[src/sv/rtph264_pkg.sv]
// Shared types and constants for the RTP H.264 depacketizer.
// Used by the parser, the emitter and the top level; depends on nothing.
package rtph264_pkg;

  // Largest packet length accepted; longer lengths are saturated
  localparam int PACKET_BYTES_MAX_DEF = 65535;

  // Annex B start code, sent in this order
  localparam logic [7:0] START_CODE [4] = '{8'h00, 8'h00, 8'h00, 8'h01};

  // Output beat index within one result group
  localparam int BEAT_W = 3;
  localparam logic [BEAT_W-1:0] BEAT_PREFIX0 = 3'd0;
  localparam logic [BEAT_W-1:0] BEAT_DATA    = 3'd4;

  // Results caused by one input byte
  typedef struct packed {
    logic       prefix;    // send 00 00 00 01 before the byte
    logic       has_byte;  // one result byte present
    logic [7:0] data;      // the result byte
    logic       drop;      // the byte is a dropped-packet flag
  } grp_t;

endpackage

[src/sv/rtph264_parser.sv]
// RTP header skip and RFC 6184 payload parser: holds the parse state and
// works out the result group for each accepted byte. Depends on rtph264_pkg.
module rtph264_parser #(
  parameter int PACKET_BYTES_MAX = rtph264_pkg::PACKET_BYTES_MAX_DEF
) (
  input  logic               clk,
  input  logic               rst,
  input  logic               go,            // byte accepted this cycle
  input  logic [7:0]         in_byte,
  input  logic               packet_start,
  input  logic [15:0]        packet_bytes,
  output rtph264_pkg::grp_t  grp            // results of the byte on go
);

  localparam int LEFT_W = $clog2(PACKET_BYTES_MAX + 1);
  localparam logic [15:0] LEN_MAX = 16'(PACKET_BYTES_MAX);

  // Parse phases
  localparam logic [3:0] PH_IDLE      = 4'd0;
  localparam logic [3:0] PH_HEADER    = 4'd1;
  localparam logic [3:0] PH_NAL_FIRST = 4'd2;
  localparam logic [3:0] PH_PASS      = 4'd3;
  localparam logic [3:0] PH_LEN_HI    = 4'd4;
  localparam logic [3:0] PH_LEN_LO    = 4'd5;
  localparam logic [3:0] PH_UNIT_HEAD = 4'd6;
  localparam logic [3:0] PH_UNIT_BODY = 4'd7;
  localparam logic [3:0] PH_FU_HEADER = 4'd8;
  localparam logic [3:0] PH_DISCARD   = 4'd9;

  // NAL unit types with special handling
  localparam logic [4:0] NAL_SINGLE_END = 5'd24;
  localparam logic [4:0] NAL_STAP_A     = 5'd24;
  localparam logic [4:0] NAL_FU_A       = 5'd28;

  logic [3:0]        parse_phase, parse_phase_next;
  logic [LEFT_W-1:0] bytes_left, bytes_left_next;
  logic [6:0]        header_bytes_left, header_bytes_left_next;
  logic [LEFT_W-1:0] unit_bytes_left, unit_bytes_left_next;
  logic [7:0]        unit_length_high, unit_length_high_next;
  logic [2:0]        indicator_top_bits, indicator_top_bits_next;

  logic [15:0] len_sat;
  logic [6:0]  hdr_len;
  logic [15:0] unit_len;
  logic [6:0]  hdr_dec;
  logic [LEFT_W-1:0] unit_dec;

  assign len_sat  = (packet_bytes > LEN_MAX) ? LEN_MAX : packet_bytes;
  assign hdr_len  = 7'd12 + {1'b0, in_byte[3:0], 2'b00};
  assign unit_len = {unit_length_high, in_byte};
  assign hdr_dec  = (header_bytes_left != 7'd0) ? header_bytes_left - 7'd1
                                                : header_bytes_left;
  assign unit_dec = unit_bytes_left - LEFT_W'(1);

  // Next parse state and result group for the byte at the input
  always_comb begin
    parse_phase_next        = parse_phase;
    bytes_left_next         = bytes_left;
    header_bytes_left_next  = header_bytes_left;
    unit_bytes_left_next    = unit_bytes_left;
    unit_length_high_next   = unit_length_high;
    indicator_top_bits_next = indicator_top_bits;
    grp                     = '0;

    if (packet_start) begin
      unit_bytes_left_next    = '0;
      unit_length_high_next   = 8'd0;
      indicator_top_bits_next = 3'd0;
      if (len_sat == 16'd0) begin
        parse_phase_next = PH_IDLE;
        bytes_left_next  = '0;
      end else if (len_sat < {9'd0, hdr_len}) begin
        grp.has_byte     = 1'b1;
        grp.drop         = 1'b1;
        parse_phase_next = PH_IDLE;
        bytes_left_next  = '0;
      end else begin
        bytes_left_next        = LEFT_W'(len_sat - 16'd1);
        header_bytes_left_next = hdr_len - 7'd1;
        parse_phase_next       = PH_HEADER;
      end
    end else if (parse_phase != PH_IDLE && bytes_left != '0) begin
      bytes_left_next = bytes_left - LEFT_W'(1);
      unique case (parse_phase)
        PH_HEADER: begin
          header_bytes_left_next = hdr_dec;
          if (hdr_dec == 7'd0) begin
            parse_phase_next = PH_NAL_FIRST;
          end
        end
        PH_NAL_FIRST: begin
          priority if (in_byte[4:0] < NAL_SINGLE_END) begin
            grp.prefix       = 1'b1;
            grp.has_byte     = 1'b1;
            grp.data         = in_byte;
            parse_phase_next = PH_PASS;
          end else if (in_byte[4:0] == NAL_STAP_A) begin
            parse_phase_next = PH_LEN_HI;
          end else if (in_byte[4:0] == NAL_FU_A) begin
            indicator_top_bits_next = in_byte[7:5];
            parse_phase_next        = PH_FU_HEADER;
          end else begin
            parse_phase_next = PH_DISCARD;
          end
        end
        PH_PASS: begin
          grp.has_byte = 1'b1;
          grp.data     = in_byte;
        end
        PH_LEN_HI: begin
          unit_length_high_next = in_byte;
          parse_phase_next      = PH_LEN_LO;
        end
        PH_LEN_LO: begin
          // Overrun ends the packet, zero length is skipped
          priority if (unit_len > 16'(bytes_left_next)) begin
            parse_phase_next = PH_DISCARD;
          end else if (unit_len == 16'd0) begin
            parse_phase_next = PH_LEN_HI;
          end else begin
            unit_bytes_left_next = LEFT_W'(unit_len);
            parse_phase_next     = PH_UNIT_HEAD;
          end
        end
        PH_UNIT_HEAD, PH_UNIT_BODY: begin
          grp.prefix           = (parse_phase == PH_UNIT_HEAD);
          grp.has_byte         = 1'b1;
          grp.data             = in_byte;
          unit_bytes_left_next = unit_dec;
          parse_phase_next     = (unit_dec == '0) ? PH_LEN_HI : PH_UNIT_BODY;
        end
        PH_FU_HEADER: begin
          // Start fragment: rebuild the NAL header from indicator and type
          if (in_byte[7]) begin
            grp.prefix   = 1'b1;
            grp.has_byte = 1'b1;
            grp.data     = {indicator_top_bits, in_byte[4:0]};
          end
          parse_phase_next = PH_PASS;
        end
        default: begin
        end
      endcase
    end

    if (bytes_left_next == '0) begin
      parse_phase_next = PH_IDLE;
    end
  end

  // Advance the parse state on each accepted byte
  always_ff @(posedge clk) begin
    if (rst) begin
      parse_phase        <= PH_IDLE;
      bytes_left         <= '0;
      header_bytes_left  <= 7'd0;
      unit_bytes_left    <= '0;
      unit_length_high   <= 8'd0;
      indicator_top_bits <= 3'd0;
    end else if (go) begin
      parse_phase        <= parse_phase_next;
      bytes_left         <= bytes_left_next;
      header_bytes_left  <= header_bytes_left_next;
      unit_bytes_left    <= unit_bytes_left_next;
      unit_length_high   <= unit_length_high_next;
      indicator_top_bits <= indicator_top_bits_next;
    end
  end

endmodule

[src/sv/rtph264_emitter.sv]
// Result register and beat sequencer: holds one result group and sends
// its start code and data byte as output beats. Depends on rtph264_pkg.
module rtph264_emitter (
  input  logic              clk,
  input  logic              rst,
  input  logic              load,      // take a new group this cycle
  input  rtph264_pkg::grp_t grp_in,
  output logic              free,      // group can be replaced this cycle
  output logic              m_tvalid,
  input  logic              m_tready,
  output logic [7:0]        m_tdata,
  output logic [1:0]        m_tuser,
  output logic              m_tlast
);

  rtph264_pkg::grp_t                grp;
  logic                             busy;
  logic [rtph264_pkg::BEAT_W-1:0]   beat;
  logic                             last_beat;
  logic                             fire;

  assign last_beat = (beat == rtph264_pkg::BEAT_DATA);
  assign fire      = busy && m_tready;
  assign free      = !busy || (fire && last_beat);

  // Drive the current beat
  assign m_tvalid   = busy;
  assign m_tdata    = last_beat ? grp.data : rtph264_pkg::START_CODE[beat[1:0]];
  assign m_tuser[0] = !last_beat;
  assign m_tuser[1] = last_beat && grp.drop;
  assign m_tlast    = last_beat;

  // Hold the group and step through its beats
  always_ff @(posedge clk) begin
    if (rst) begin
      busy <= 1'b0;
      beat <= rtph264_pkg::BEAT_DATA;
    end else if (load) begin
      busy <= 1'b1;
      beat <= grp_in.prefix ? rtph264_pkg::BEAT_PREFIX0 : rtph264_pkg::BEAT_DATA;
    end else if (fire) begin
      if (last_beat) begin
        busy <= 1'b0;
      end else begin
        beat <= beat + {{(rtph264_pkg::BEAT_W-1){1'b0}}, 1'b1};
      end
    end
  end

  always_ff @(posedge clk) begin
    if (load) begin
      grp <= grp_in;
    end
  end

endmodule

[src/sv/rtp_h264_depacketizer.sv]
// RTP H.264 depacketizer: RTP packet bytes in, Annex B byte stream out.
// The first output beat of a byte comes from the result register the cycle after it is taken.
// Throughput: one byte per cycle while m_tready is high; a byte that opens a NAL unit
// sends five beats (start code plus byte) and holds the input until its data beat is taken.
// Reset: synchronous rst clears the parse state and empties the result register.
// Depends on rtph264_pkg, rtph264_parser and rtph264_emitter.
module rtp_h264_depacketizer #(
  parameter int PACKET_BYTES_MAX = rtph264_pkg::PACKET_BYTES_MAX_DEF
) (
  input  logic        clk,
  input  logic        rst,
  input  logic        s_tvalid,
  output logic        s_tready,
  input  logic [23:0] s_tdata,   // [7:0] in_byte, [23:8] packet_bytes
  input  logic        s_tuser,   // [0] packet_start
  output logic        m_tvalid,
  input  logic        m_tready,
  output logic [7:0]  m_tdata,   // [7:0] out_byte
  output logic [1:0]  m_tuser,   // [0] start_code_byte, [1] header_drop
  output logic        m_tlast    // run_last
);

  rtph264_pkg::grp_t grp;
  logic              go;
  logic              free;

  assign s_tready = free;
  assign go       = s_tvalid && s_tready;

  rtph264_parser #(
    .PACKET_BYTES_MAX(PACKET_BYTES_MAX)
  ) u_parser (
    .clk          (clk),
    .rst          (rst),
    .go           (go),
    .in_byte      (s_tdata[7:0]),
    .packet_start (s_tuser),
    .packet_bytes (s_tdata[23:8]),
    .grp          (grp)
  );

  // Load only bytes that cause results
  rtph264_emitter u_emitter (
    .clk      (clk),
    .rst      (rst),
    .load     (go && grp.has_byte),
    .grp_in   (grp),
    .free     (free),
    .m_tvalid (m_tvalid),
    .m_tready (m_tready),
    .m_tdata  (m_tdata),
    .m_tuser  (m_tuser),
    .m_tlast  (m_tlast)
  );

endmodule

[config.mk]
export PLATFORM = sky130hd
export DESIGN_NAME = rtp_h264_depacketizer
export DESIGN_NICKNAME = d
export VERILOG_FILES = /design/src/sv/rtph264_pkg.sv /design/src/sv/rtph264_parser.sv /design/src/sv/rtph264_emitter.sv /design/src/sv/rtp_h264_depacketizer.sv
export SDC_FILE = /design/constraint.sdc
export NUM_CORES = 1
export LEC_CHECK = 0
export BUFFER_PORTS_ARGS = -buffer_cell sky130_fd_sc_hd__buf_2
export CAP_MARGIN = 10
export CORE_MARGIN = 5
export CORE_UTILIZATION = 40
export CTS_BUF_LIST = sky130_fd_sc_hd__clkbuf_4
export DETAILED_ROUTE_END_ITERATION = 10
export PLACE_DENSITY = 0.61
export SYNTH_ARGS = -nofsm -noshare
export SYNTH_HDL_FRONTEND = slang
export SYNTH_HIERARCHICAL = 1
export SYNTH_SLANG_ARGS = --single-unit
[constraint.sdc]
create_clock -name clk -period 6.9 [get_ports clk]
set_input_delay 1.38 -clock clk [delete_from_list [all_inputs] [get_ports clk]]
set_output_delay 1.38 -clock clk [all_outputs]
set_load 0.005 [all_outputs]
==> flow_summary.toml, run 1 <==
[sta]
slew_headroom = 0.277
fin_skew_ns = 0.0329
max_freq_mhz = 222
tightest_slew_ns = 1.06
final-setup-viol-count = 0
finalSetupTns_ns = 0
final.period_utilization = 0.652
rsz0062_at_grt = "false"
slew_viol_final = 0
hold_viol_final = 0
period_minus_slack_ns = 4.50

[placement]
dpl.hpwl_um = 12800
io_buffers = 41
dpl_cell_area_um2 = 5910
finalWeightedCongestion = 0.940

[clock_network]
post_cts_buffers = 0
cts_tree = "yes"
clock_path_buffers = 2
clkTransAtPathRegs_ns = 0.11
ctsHoldBuffers = 0
cts.sinks = 67
h-tree-depth = 3
clock_latency_ns = 0.44
cts_resized = 0
numCtsBuffers = 9
cts_root_buf = "clkbuf_4"

[synth]
yosysWarnings = 6
synth_area_um2 = 5630
async_reset_ff_frac = 0
synth-seq-area-share = 0.254
synth_edf_count = 9
ys_types = 72
syn_nets = 809
synth_flop_cell = "dfxtp_1"
synth_cells = 749
postSynthAreaPerCell_um2 = 7.51
synth_seq_cells = 67

[global_routing]
grt_pass1_vias = 5610
gr-usage-all-layers = 0.210
grt_max_degree = 57
antenna_found_initial = 2
gr-total-overflow = 0
grt_pass1_wl_um = 28100

[hold_path]
hold_path_startpoint = "u_parser/unit_bytes_left[15]"
min_path_type = "reg -> reg"

[route]
drc = 0
viasPerCell = 6.15
ant_nets = 0
dr.pass1.iters = 5
wl_um = 17400
wire_per_inst_um = 18.4
num_vias = 5818
initialDrtViolationCount = 457

[floorplan]
die-area_um2 = 16500
chipHeight_um = 129
die_x_um = 129
core_area_um2 = 13800
initial_utilization = 0.407
std_cell_rows = 43
ios = 42

[final_layout]
area_growth_pct = 7.27
drive_gt1_frac = 0.111
layout.nets = 820
mostFrequentLayoutCells = "nor2_1, a21oi_1, dfxtp_1"
fin_util = 0.437
final_common_cell = "nor2_1"
fin_area_um2 = 6040

[worst_setup_path]
path_class = "in -> reg"
reg2reg_from = "u_parser/bytes_left[0]"
cp-start-kind = "input pin"
crit_arrival_ns = 4.58
critPathLaunch = "s_tdata[0]"
cp_max_fo = 14
worstPathRequired_ns = 6.98
end_kind = "flop"

[power]
peakVddDrop_mv = 0.0727
leakage_nw = 2.16
power.density_nw_per_um2 = 168

[run]
cap_violations = 0

[status]
status = "finished, final reports clean"
[final timing paths]
path | endpoint | slack (ns) | cells past startpoint
worst min register to register | u_parser/unit_bytes_left[15] | 0.53 | 2
worst min-delay path | u_parser/unit_bytes_left[15] | 0.53 | 2
worst max register to register | u_parser/unit_bytes_left[2] | 2.56 | 15
worst max-delay path | u_emitter/grp[3] | 2.40 | 11
[cell type report]
class / instances / area (um2)
timing repair buffer: 48 / 258
sequential: 67 / 1430
inverter: 31 / 116
clock buffer: 11 / 82.6
multi-input combinational: 603 / 3870
clock inverter: 5 / 46.3
fill: 1420 / 7790
antenna: 1 / 2.50
tap: 180 / 225
[stage by stage]
step	worst slack (ns)	power [W]	std cells	hold WS [ns]
after floorplan	2.97	0.000663	749	0.461
final	2.40	0.00101	946	0.528
after global placement	2.15	0.000741	929	0.483
after CTS	2.46	0.00101	945	0.519
after detailed placement	1.99	0.000749	929	0.490
after global routing	2.17	0.00107	946	0.562
[sequential cells by signal, indices dropped and copies added (netlist names)]
| register | count |
|---|---|
| u_parser/unit_bytes_left | 16 |
| u_parser/unit_length_high | 8 |
| u_parser/bytes_left | 16 |
| u_emitter/beat | 3 |
| u_parser/header_bytes_left | 7 |
| u_parser/parse_phase | 4 |
| u_emitter/m_tvalid | 1 |
| u_parser/indicator_top_bits | 3 |
| u_emitter/grp | 9 |
[where the power goes]
| group | switching [W] | total, W | internal [W] |
|---|---|---|---|
| logic | 0.000194 | 0.000316 | 0.000122 |
| clock network | 0.000152 | 0.000267 | 0.000115 |
| registers | 0.0000237 | 0.000430 | 0.000406 |
| total | 0.000370 | 0.00101 | 0.000643 |
[cells in the mapped netlist, types with 4 or more instances]
| cell | n | area [um2] |
|---|---|---|
| edfxtp_1 | 9 | 270 |
| o32ai_1 | 11 | 96.3 |
| a311oi_1 | 5 | 43.8 |
| xnor2_1 | 24 | 210 |
| a211oi_1 | 8 | 60.1 |
| o22ai_1 | 8 | 50.1 |
| nand3b_1 | 5 | 37.5 |
| xor2_1 | 20 | 175 |
| nor2b_1 | 10 | 62.6 |
| nor4_2 | 5 | 62.6 |
| nand3_1 | 16 | 80.1 |
| buf_2 | 8 | 40.0 |
| ha_1 | 31 | 388 |
| and3_1 | 14 | 87.6 |
| nor4_1 | 18 | 113 |
| mux2i_1 | 11 | 110 |
| nor2_1 | 90 | 338 |
| o31ai_1 | 4 | 30.0 |
| or4_1 | 4 | 30.0 |
| or2_2 | 6 | 37.5 |
| nor3b_1 | 6 | 45.0 |
| inv_1 | 30 | 113 |
| nand4_1 | 19 | 119 |
| o21ai_0 | 41 | 205 |
| or3_1 | 16 | 100 |
| nand2_1 | 43 | 161 |
| dfxtp_1 | 58 | 1160 |
| a31oi_1 | 8 | 50.1 |
| a21oi_1 | 61 | 305 |
| a22oi_1 | 15 | 113 |
| and2_1 | 4 | 25.0 |
| o211ai_1 | 4 | 30.0 |
| o21a_1 | 4 | 30.0 |
| nor3_1 | 38 | 190 |
| clkbuf_1 | 35 | 131 |
[critical path: stages]
cell and delay, ns:
buf_2 0.15, inv_1 0.19, ha_1 0.23, xor2_1 0.32, ha_1 0.30, o21a_1 0.10, o22ai_1 0.17, nand2_1 0.07
a2111oi_0 0.94, o21bai_1 0.22, and3_1 0.50
[kinds of logic (layout without fill, tap and decap cells)]
kind of cell    Yosys count  count (layout)  share of synthesized area
compound gates          195             195                      0.219
xor+xnor                 44              44                     0.0685
fa+ha+maj                31              31                     0.0689
buf+inv                  79              95                     0.0571
flops                    67              67                      0.254
mux                      15              15                     0.0276
other cells               0               1                          0
simple gates            318             318                      0.305
[layer usage]
layer | vias to the layer above | routed length, um | GRT usage
li1 | 2804 | - | -
met3 | 41 | 1130 | 0.0282
met5 | - | 13 | 0
met1 | 2735 | 7520 | 0.263
met4 | 2 | 395 | 0.0939
met2 | 236 | 8310 | 0.358
No activity file was read; power rests on OpenSTA's default activity.
==> run 2, diff against run 1 <==
--- a/config.mk
+++ b/config.mk
@@ -5,13 +5,14 @@
 export SDC_FILE = /design/constraint.sdc
 export NUM_CORES = 1
 export LEC_CHECK = 0
+export ABC_AREA = 1
 export BUFFER_PORTS_ARGS = -buffer_cell sky130_fd_sc_hd__buf_2
 export CAP_MARGIN = 10
 export CORE_MARGIN = 5
 export CORE_UTILIZATION = 40
 export CTS_BUF_LIST = sky130_fd_sc_hd__clkbuf_4
 export DETAILED_ROUTE_END_ITERATION = 10
-export PLACE_DENSITY = 0.61
+export PLACE_DENSITY = 0.63
 export SYNTH_ARGS = -nofsm -noshare
 export SYNTH_HDL_FRONTEND = slang
 export SYNTH_HIERARCHICAL = 1
==> constraint.sdc (replaced) <==
create_clock -name clk -period 4 [get_ports clk]
set_input_delay 0.8 -clock clk [delete_from_list [all_inputs] [get_ports clk]]
set_output_delay 0.8 -clock clk [all_outputs]
set_load 0.005 [all_outputs]
==> run 2 against run 1 <==
Compared with the run above:
- register-to-register slack got worse by 1.7 ns
- routed wire length decreased by 8.3%
- die area increased by 2.5%
- flip-flop and latch count unchanged
- total power increased by 110%
- sequential power increased by 83%
- first-iteration DRC count increased by 9.8%
- sequential share of layout area decreased by 0.70 points
- global-route usage decreased by 1.6 points
- critical path depth increased by 6
- setup slack got worse by 1.6 ns
- combinational power increased to 3.1 times the previous value
- critical path type is now reg -> reg
- largest power group is now combinational cells
==> flow_summary.toml, run 2 <==
[status]
status = "finished, final reports clean"

[global_routing]
grt_use_met1 = 0.274
met3_usage = 0.0205
gr-total-overflow = 0
grt_max_degree = 41
grt_pass1_vias = 5164
gr-usage-all-layers = 0.194
grt_pass1_wl_um = 26000
grtUsageMet2 = 0.307
top_usage_layer = "met2"
antenna_found_initial = 0

[run]
cap_violations = 0

[route]
initialDrtViolationCount = 502
wl_um = 15900
drc = 0
viasPerCell = 5.13
num_vias = 5766
ant_nets = 0
dr.pass1.iters = 5
wire_per_inst_um = 14.2

[sta]
max_freq_mhz = 317
rsz0062_at_grt = "false"
final-setup-viol-count = 0
period_minus_slack_ns = 3.15
whs_ns = 0.482
hold_viol_final = 0
final.period_utilization = 0.788
tightest_slew_ns = 0.780
fin_skew_ns = 0.0175
finalSetupTns_ns = 0
slew_headroom = 0.479
slew_viol_final = 0

[power]
power.density_nw_per_um2 = 345
pwr-share-clk = 0.175
leakage_nw = 2.98
power.total_w = 0.00215
p_sw_frac = 0.443
peakVddDrop_mv = 0.115
combinationalPowerShare = 0.457
netSwitchingPower_w = 0.000950
p_seq_frac = 0.368
p_int_w = 0.00120

[hold_path]
whs_path_depth = 2
hold_path_end = "u_parser/indicator_top_bits[2]"
min_path_type = "reg -> reg"
hold_path_startpoint = "u_parser/indicator_top_bits[2]"

[synth]
async_reset_ff_frac = 0
yosys-top-cells-count = "nand2_1, inv_1, nor2_1"
synth_most_common_cell = "nand2_1"
synth_top_area_share = 0.201
ys_types = 47
synth-seq-area-share = 0.248
synth_edf_count = 9
synthTopCellsByArea = "dfxtp_1, nand2_1, inv_1, nor2_1, a21oi_1"
synth_top_cell_by_area = "dfxtp_1"
synth_seq_cells = 67
synth_flop_cell = "dfxtp_1"
postSynthAreaPerCell_um2 = 6.41
synth_cells = 902
yosysWarnings = 6
synth_area_um2 = 5780
syn_nets = 962

[clock_network]
numCtsBuffers = 9
post_cts_buffers = 0
cts_resized = 0
clock_latency_ns = 0.43
clock_path_buffers = 2
h-tree-depth = 3
cts_root_buf = "clkbuf_4"
cts.sinks = 67
cts_tree = "yes"
clkTransAtPathRegs_ns = 0.12
ctsHoldBuffers = 0

[worst_setup_path]
critPathTopFamily = "simple AND/OR/NAND/NOR gates"
reg2reg_from = "u_parser/bytes_left[0]"
r2r_slack_ns = 0.85
timing.rr.end = "u_parser/unit_bytes_left[0]"
crit_arrival_ns = 3.46
cp-start-kind = "flop"
path_cells = "inv_1, ha_1, nand3_1, inv_1, nand2_1, xor2_1, inv_1, ha_1, nand4_1, nor2_1, nand3_1, nand3_1, o21ai_0, nand2_1, nand2_1, o21ai_0, a21oi_1"
critical-path-max-stage-delay_ns = 0.37
critPathLaunch = "u_parser/bytes_left[0]"
path_class = "reg -> reg"
cp_num_buf_inv = 3
worst_r2r_path_depth = 17
crit_path_top_delay_cell = "dfxtp_1"
end_kind = "flop"
worstPathRequired_ns = 4.31
cp_max_fo = 15

[final_layout]
fin_util = 0.433
area_growth_pct = 7.60
fin_area_um2 = 6220
layout.nets = 993
mostFrequentLayoutCells = "nand2_1, inv_1, nor2_1"
final_common_cell = "nand2_1"
reg.largest.list = "u_parser/bytes_left x16, u_parser/unit_bytes_left x16, u_emitter/grp x9"
drive_gt1_frac = 0.120

[floorplan]
initial_utilization = 0.402
die-area_um2 = 17000
core_area_um2 = 14400
std_cell_rows = 44
ios = 42
die_x_um = 130
chipHeight_um = 130

[placement]
dpl_cell_area_um2 = 6110
finalWeightedCongestion = 0.909
io_buffers = 41
dpl.hpwl_um = 12500
==> run 2: area by class of cell <==
| class | instances | area (um2) |
|---|---|---|
| Inverter | 129 | 484 |
| Timing Repair Buffer | 49 | 265 |
| Multi-Input combinational cell | 677 | 3700 |
| Tap cell | 184 | 230 |
| Fill cell | 1553 | 8150 |
| Clock buffer | 11 | 82.6 |
| Antenna cell | 1 | 2.50 |
| Clock inverter | 5 | 21.3 |
| Sequential cell | 67 | 1430 |
==> run 2: tightest hold or removal path, delay by kind of cell (launching register included) <==
family | cells | cell delay, ns
flops | 1 | 0.33
compound gates | 1 | 0.05
simple gates | 1 | 0.06
==> run 2: cell families after synthesis <==
group,Yosys count,share of synthesized area
XOR/XNOR,39,0.0604
buffers and inverters,158,0.112
AND/OR/NAND/NOR,430,0.340
flip-flops,67,0.248
adder cells (fa/ha/maj),31,0.0671
AO/OA/AOI/OAI,177,0.172
==> run 2: worst max path at each step <==
| stage | slack (ns) | to | depth (start not counted) |
|---|---|---|---|
| after floorplan | 0.96 | u_emitter/beat[2] | 16 |
| after global placement | 0.53 | u_emitter/beat[2] | 16 |
| after detailed placement | 0.48 | u_emitter/beat[2] | 17 |
| after CTS | 0.85 | u_parser/unit_bytes_left[14] | 17 |
| after global routing | 0.48 | u_parser/unit_bytes_left[14] | 18 |
| final | 0.85 | u_parser/unit_bytes_left[0] | 17 |
==> run 2: power groups by stage <==
stage,logic (W),clock network (W),registers (W)
2_1_floorplan,0.000761,0,0.000789
3_3_place_gp,0.000969,0,0.000804
3_5_place_dp,0.000971,0,0.000803
4_1_cts,0.000976,0.000394,0.000788
5_1_grt,0.00112,0.000423,0.000796
6_report,0.000981,0.000376,0.000789
==> run 2: per-layer routing <==
metal	wire length (um)	share of wire
met5	0	0
met1	7970	0.50
met2	6880	0.43
met3	750	0.047
met4	325	0.020
==> run 2: through the flow <==
stage,instances,setup WS (ns)
floorplan,902,0.958
global placement,1106,0.534
detailed placement,1106,0.476
CTS,1122,0.847
global route,1122,0.477
finish,1123,0.846
==> run 3, diff against run 2 <==
--- a/config.mk
+++ b/config.mk
@@ -12,7 +12,7 @@
 export CORE_UTILIZATION = 40
 export CTS_BUF_LIST = sky130_fd_sc_hd__clkbuf_4
 export DETAILED_ROUTE_END_ITERATION = 10
-export PLACE_DENSITY = 0.63
+export PLACE_DENSITY = 0.61
 export SYNTH_ARGS = -nofsm -noshare
 export SYNTH_HDL_FRONTEND = slang
 export SYNTH_HIERARCHICAL = 1
==> constraint.sdc (replaced) <==
create_clock -name clk -period 3 [get_ports clk]
set_input_delay 0.6 -clock clk [delete_from_list [all_inputs] [get_ports clk]]
set_output_delay 0.6 -clock clk [all_outputs]
set_load 0.005 [all_outputs]
==> run 3 against run 2 <==
Compared with the run above:
- final cell count up 2.1%
- highest routed layer unchanged
- sequential share of layout area decreased by 1.1 points
- critical endpoint is now u_parser/unit_bytes_left[6]
- largest power group unchanged
- total power rose by 42%
- largest cell class unchanged
==> flow_summary.toml, run 3 (synthesized netlist as in run 2, its figures left out) <==
[global_routing]
grt_max_degree = 40
grt_pass1_wl_um = 26600
antenna_found_initial = 0
gr-usage-all-layers = 0.196
gr-total-overflow = 0
grt_pass1_vias = 5309

[floorplan]
die-area_um2 = 17000
std_cell_rows = 44
chipHeight_um = 130
initial_utilization = 0.402
ios = 42
die_x_um = 130
core_area_um2 = 14400

[final_layout]
final_common_cell = "nand2_1"
area_growth_pct = 13.6
n_fill_cell = 1472
stdcell_count = 1147
seq_area_um2 = 1440
multi_input_area_um2 = 3800
mostFrequentLayoutCells = "nand2_1, inv_1, nor2_1"
layout.nets = 1017
reg.largest.list = "u_parser/bytes_left x16, u_parser/unit_bytes_left x16, u_emitter/grp x9"
fin_area_um2 = 6570
fin_util = 0.457
drive_gt1_frac = 0.172

[worst_setup_path]
cp.depth = 17
cp_num_buf_inv = 2
end_kind = "flop"
cp_common_cell = "nand2_2"
worstPathRequired_ns = 3.32
critPathTopFamily = "simple AND/OR/NAND/NOR gates"
r2r_slack_ns = 0.21
crit_path_top_delay_cell = "dfxtp_2"
crit_end = "u_parser/unit_bytes_left[6]"
path_class = "reg -> reg"
cp-start-kind = "flop"
crit_arrival_ns = 3.11
worst_r2r_path_depth = 17
cp_max_fo = 6
path_cells = "inv_1, nand3_2, nor2_4, nand2_2, nor2_4, xor2_2, ha_1, a21oi_1, o21ai_0, nor2_1, nand2_2, nand3_2, o21ai_2, nand2_2, buf_6, a21oi_1, a311oi_1"
critical-path-max-stage-delay_ns = 0.37
timing.rr.end = "u_parser/unit_bytes_left[6]"
critPathLaunch = "u_parser/bytes_left[2]"
reg2reg_from = "u_parser/bytes_left[2]"

[status]
status = "finished, final reports clean"

[clock_network]
cts_root_buf = "clkbuf_4"
numCtsBuffers = 9
clkTransAtPathRegs_ns = 0.12
h-tree-depth = 3
cts.sinks = 67
clock_latency_ns = 0.43
clock_path_buffers = 2
cts_tree = "yes"

[sta]
slew_viol_final = 0
max_freq_mhz = 358
period_minus_slack_ns = 2.79
slew_headroom = 0.571
hold_viol_final = 0
worst_slack_ns = 0.205
final-setup-viol-count = 0
fin_skew_ns = 0.0185
tightest_slew_ns = 0.643
final.period_utilization = 0.932

[power]
power.density_nw_per_um2 = 465
leakage_nw = 3.14
p_int_w = 0.00173
pwr-share-clk = 0.193
p_seq_frac = 0.345
p_sw_frac = 0.432
peakVddDrop_mv = 0.162
combinationalPowerShare = 0.462
power.total_w = 0.00306
netSwitchingPower_w = 0.00132

[placement]
finalWeightedCongestion = 0.915
dpl_cell_area_um2 = 6300
dpl_worst_slack_ns = 0.0169
io_buffers = 41
dp_cells = 1129
dpl.hpwl_um = 12700

[route]
initialDrtViolationCount = 521
num_vias = 5927
ant_nets = 0
dr.pass1.iters = 5
wire_per_inst_um = 14.2
drc = 0
viasPerCell = 5.17
wl_um = 16300

[run]
cap_violations = 0

[hold_path]
min_path_type = "reg -> reg"
## run 3: cell type report
type | count | share of cell area
clock inverters | 6 | 0.00857
repair buffers | 73 | 0.0735
well taps | 184 | 0.0350
inverters | 129 | 0.0737
clock buffers | 10 | 0.0114
diodes | 1 | 0.000381
flip-flops and latches | 67 | 0.219
multi-input cells | 677 | 0.579
## run 3: how the worst min path moves through the flow
stage	depth (start not counted)	endpoint	slack, ns	start
after global routing	3	u_parser/unit_length_high[3]	0.50	s_tdata[3]
after CTS	4	u_emitter/m_tvalid	0.47	m_tready
after detailed placement	2	u_parser/indicator_top_bits[2]	0.46	u_parser/indicator_top_bits[2]
final	2	u_parser/indicator_top_bits[2]	0.48	u_parser/indicator_top_bits[2]
after floorplan	2	u_parser/indicator_top_bits[2]	0.44	u_parser/indicator_top_bits[2]
after global placement	2	u_parser/indicator_top_bits[1]	0.46	u_parser/indicator_top_bits[1]
## run 3: timing repair
action | 4_1_cts | 5_1_grt
gates resized for setup | 0 | 32
hold buffers | 0 | 0
setup endpoints to repair | 0 | 20
setup buffers | 0 | 0
## run 3: through the flow
step	hold slack, ns	setup TNS [ns]
3_5_place_dp	0.463	0
5_1_grt	0.497	-0.0377
4_1_cts	0.473	0
6_report	0.479	0
2_1_floorplan	0.440	0
3_3_place_gp	0.457	0
## run 3: power by group through the flow
stage,Sequential [W],Combinational [W],Clock [W]
after floorplan,0.00105,0.00101,0
after global placement,0.00107,0.00134,0
after detailed placement,0.00107,0.00134,0
after CTS,0.00105,0.00135,0.000615
after global routing,0.00106,0.00159,0.000651
final,0.00105,0.00141,0.000590
## run 3: worst reg2reg max path, stage by stage (launching register included)
cell      delay (ns)
dfxtp_2         0.37
inv_1           0.10
nand3_2         0.14
nor2_4          0.15
nand2_2         0.11
nor2_4          0.11
xor2_2          0.25
ha_1            0.30
a21oi_1         0.13
o21ai_0         0.09
nor2_1          0.14
nand2_2         0.08
nand3_2         0.08
o21ai_2         0.06
nand2_2         0.13
buf_6           0.13
a21oi_1         0.06
a311oi_1        0.26
## run 3: per-layer routing
| layer | GRT usage | part of all wire | up-vias |
|---|---|---|---|
| met5 | 0 | 0 | - |
| met1 | 0.277 | 0.49 | 2672 |
| met4 | 0.0568 | 0.021 | 0 |
| met2 | 0.307 | 0.43 | 176 |
| li1 | - | - | 3057 |
| met3 | 0.0315 | 0.062 | 22 |
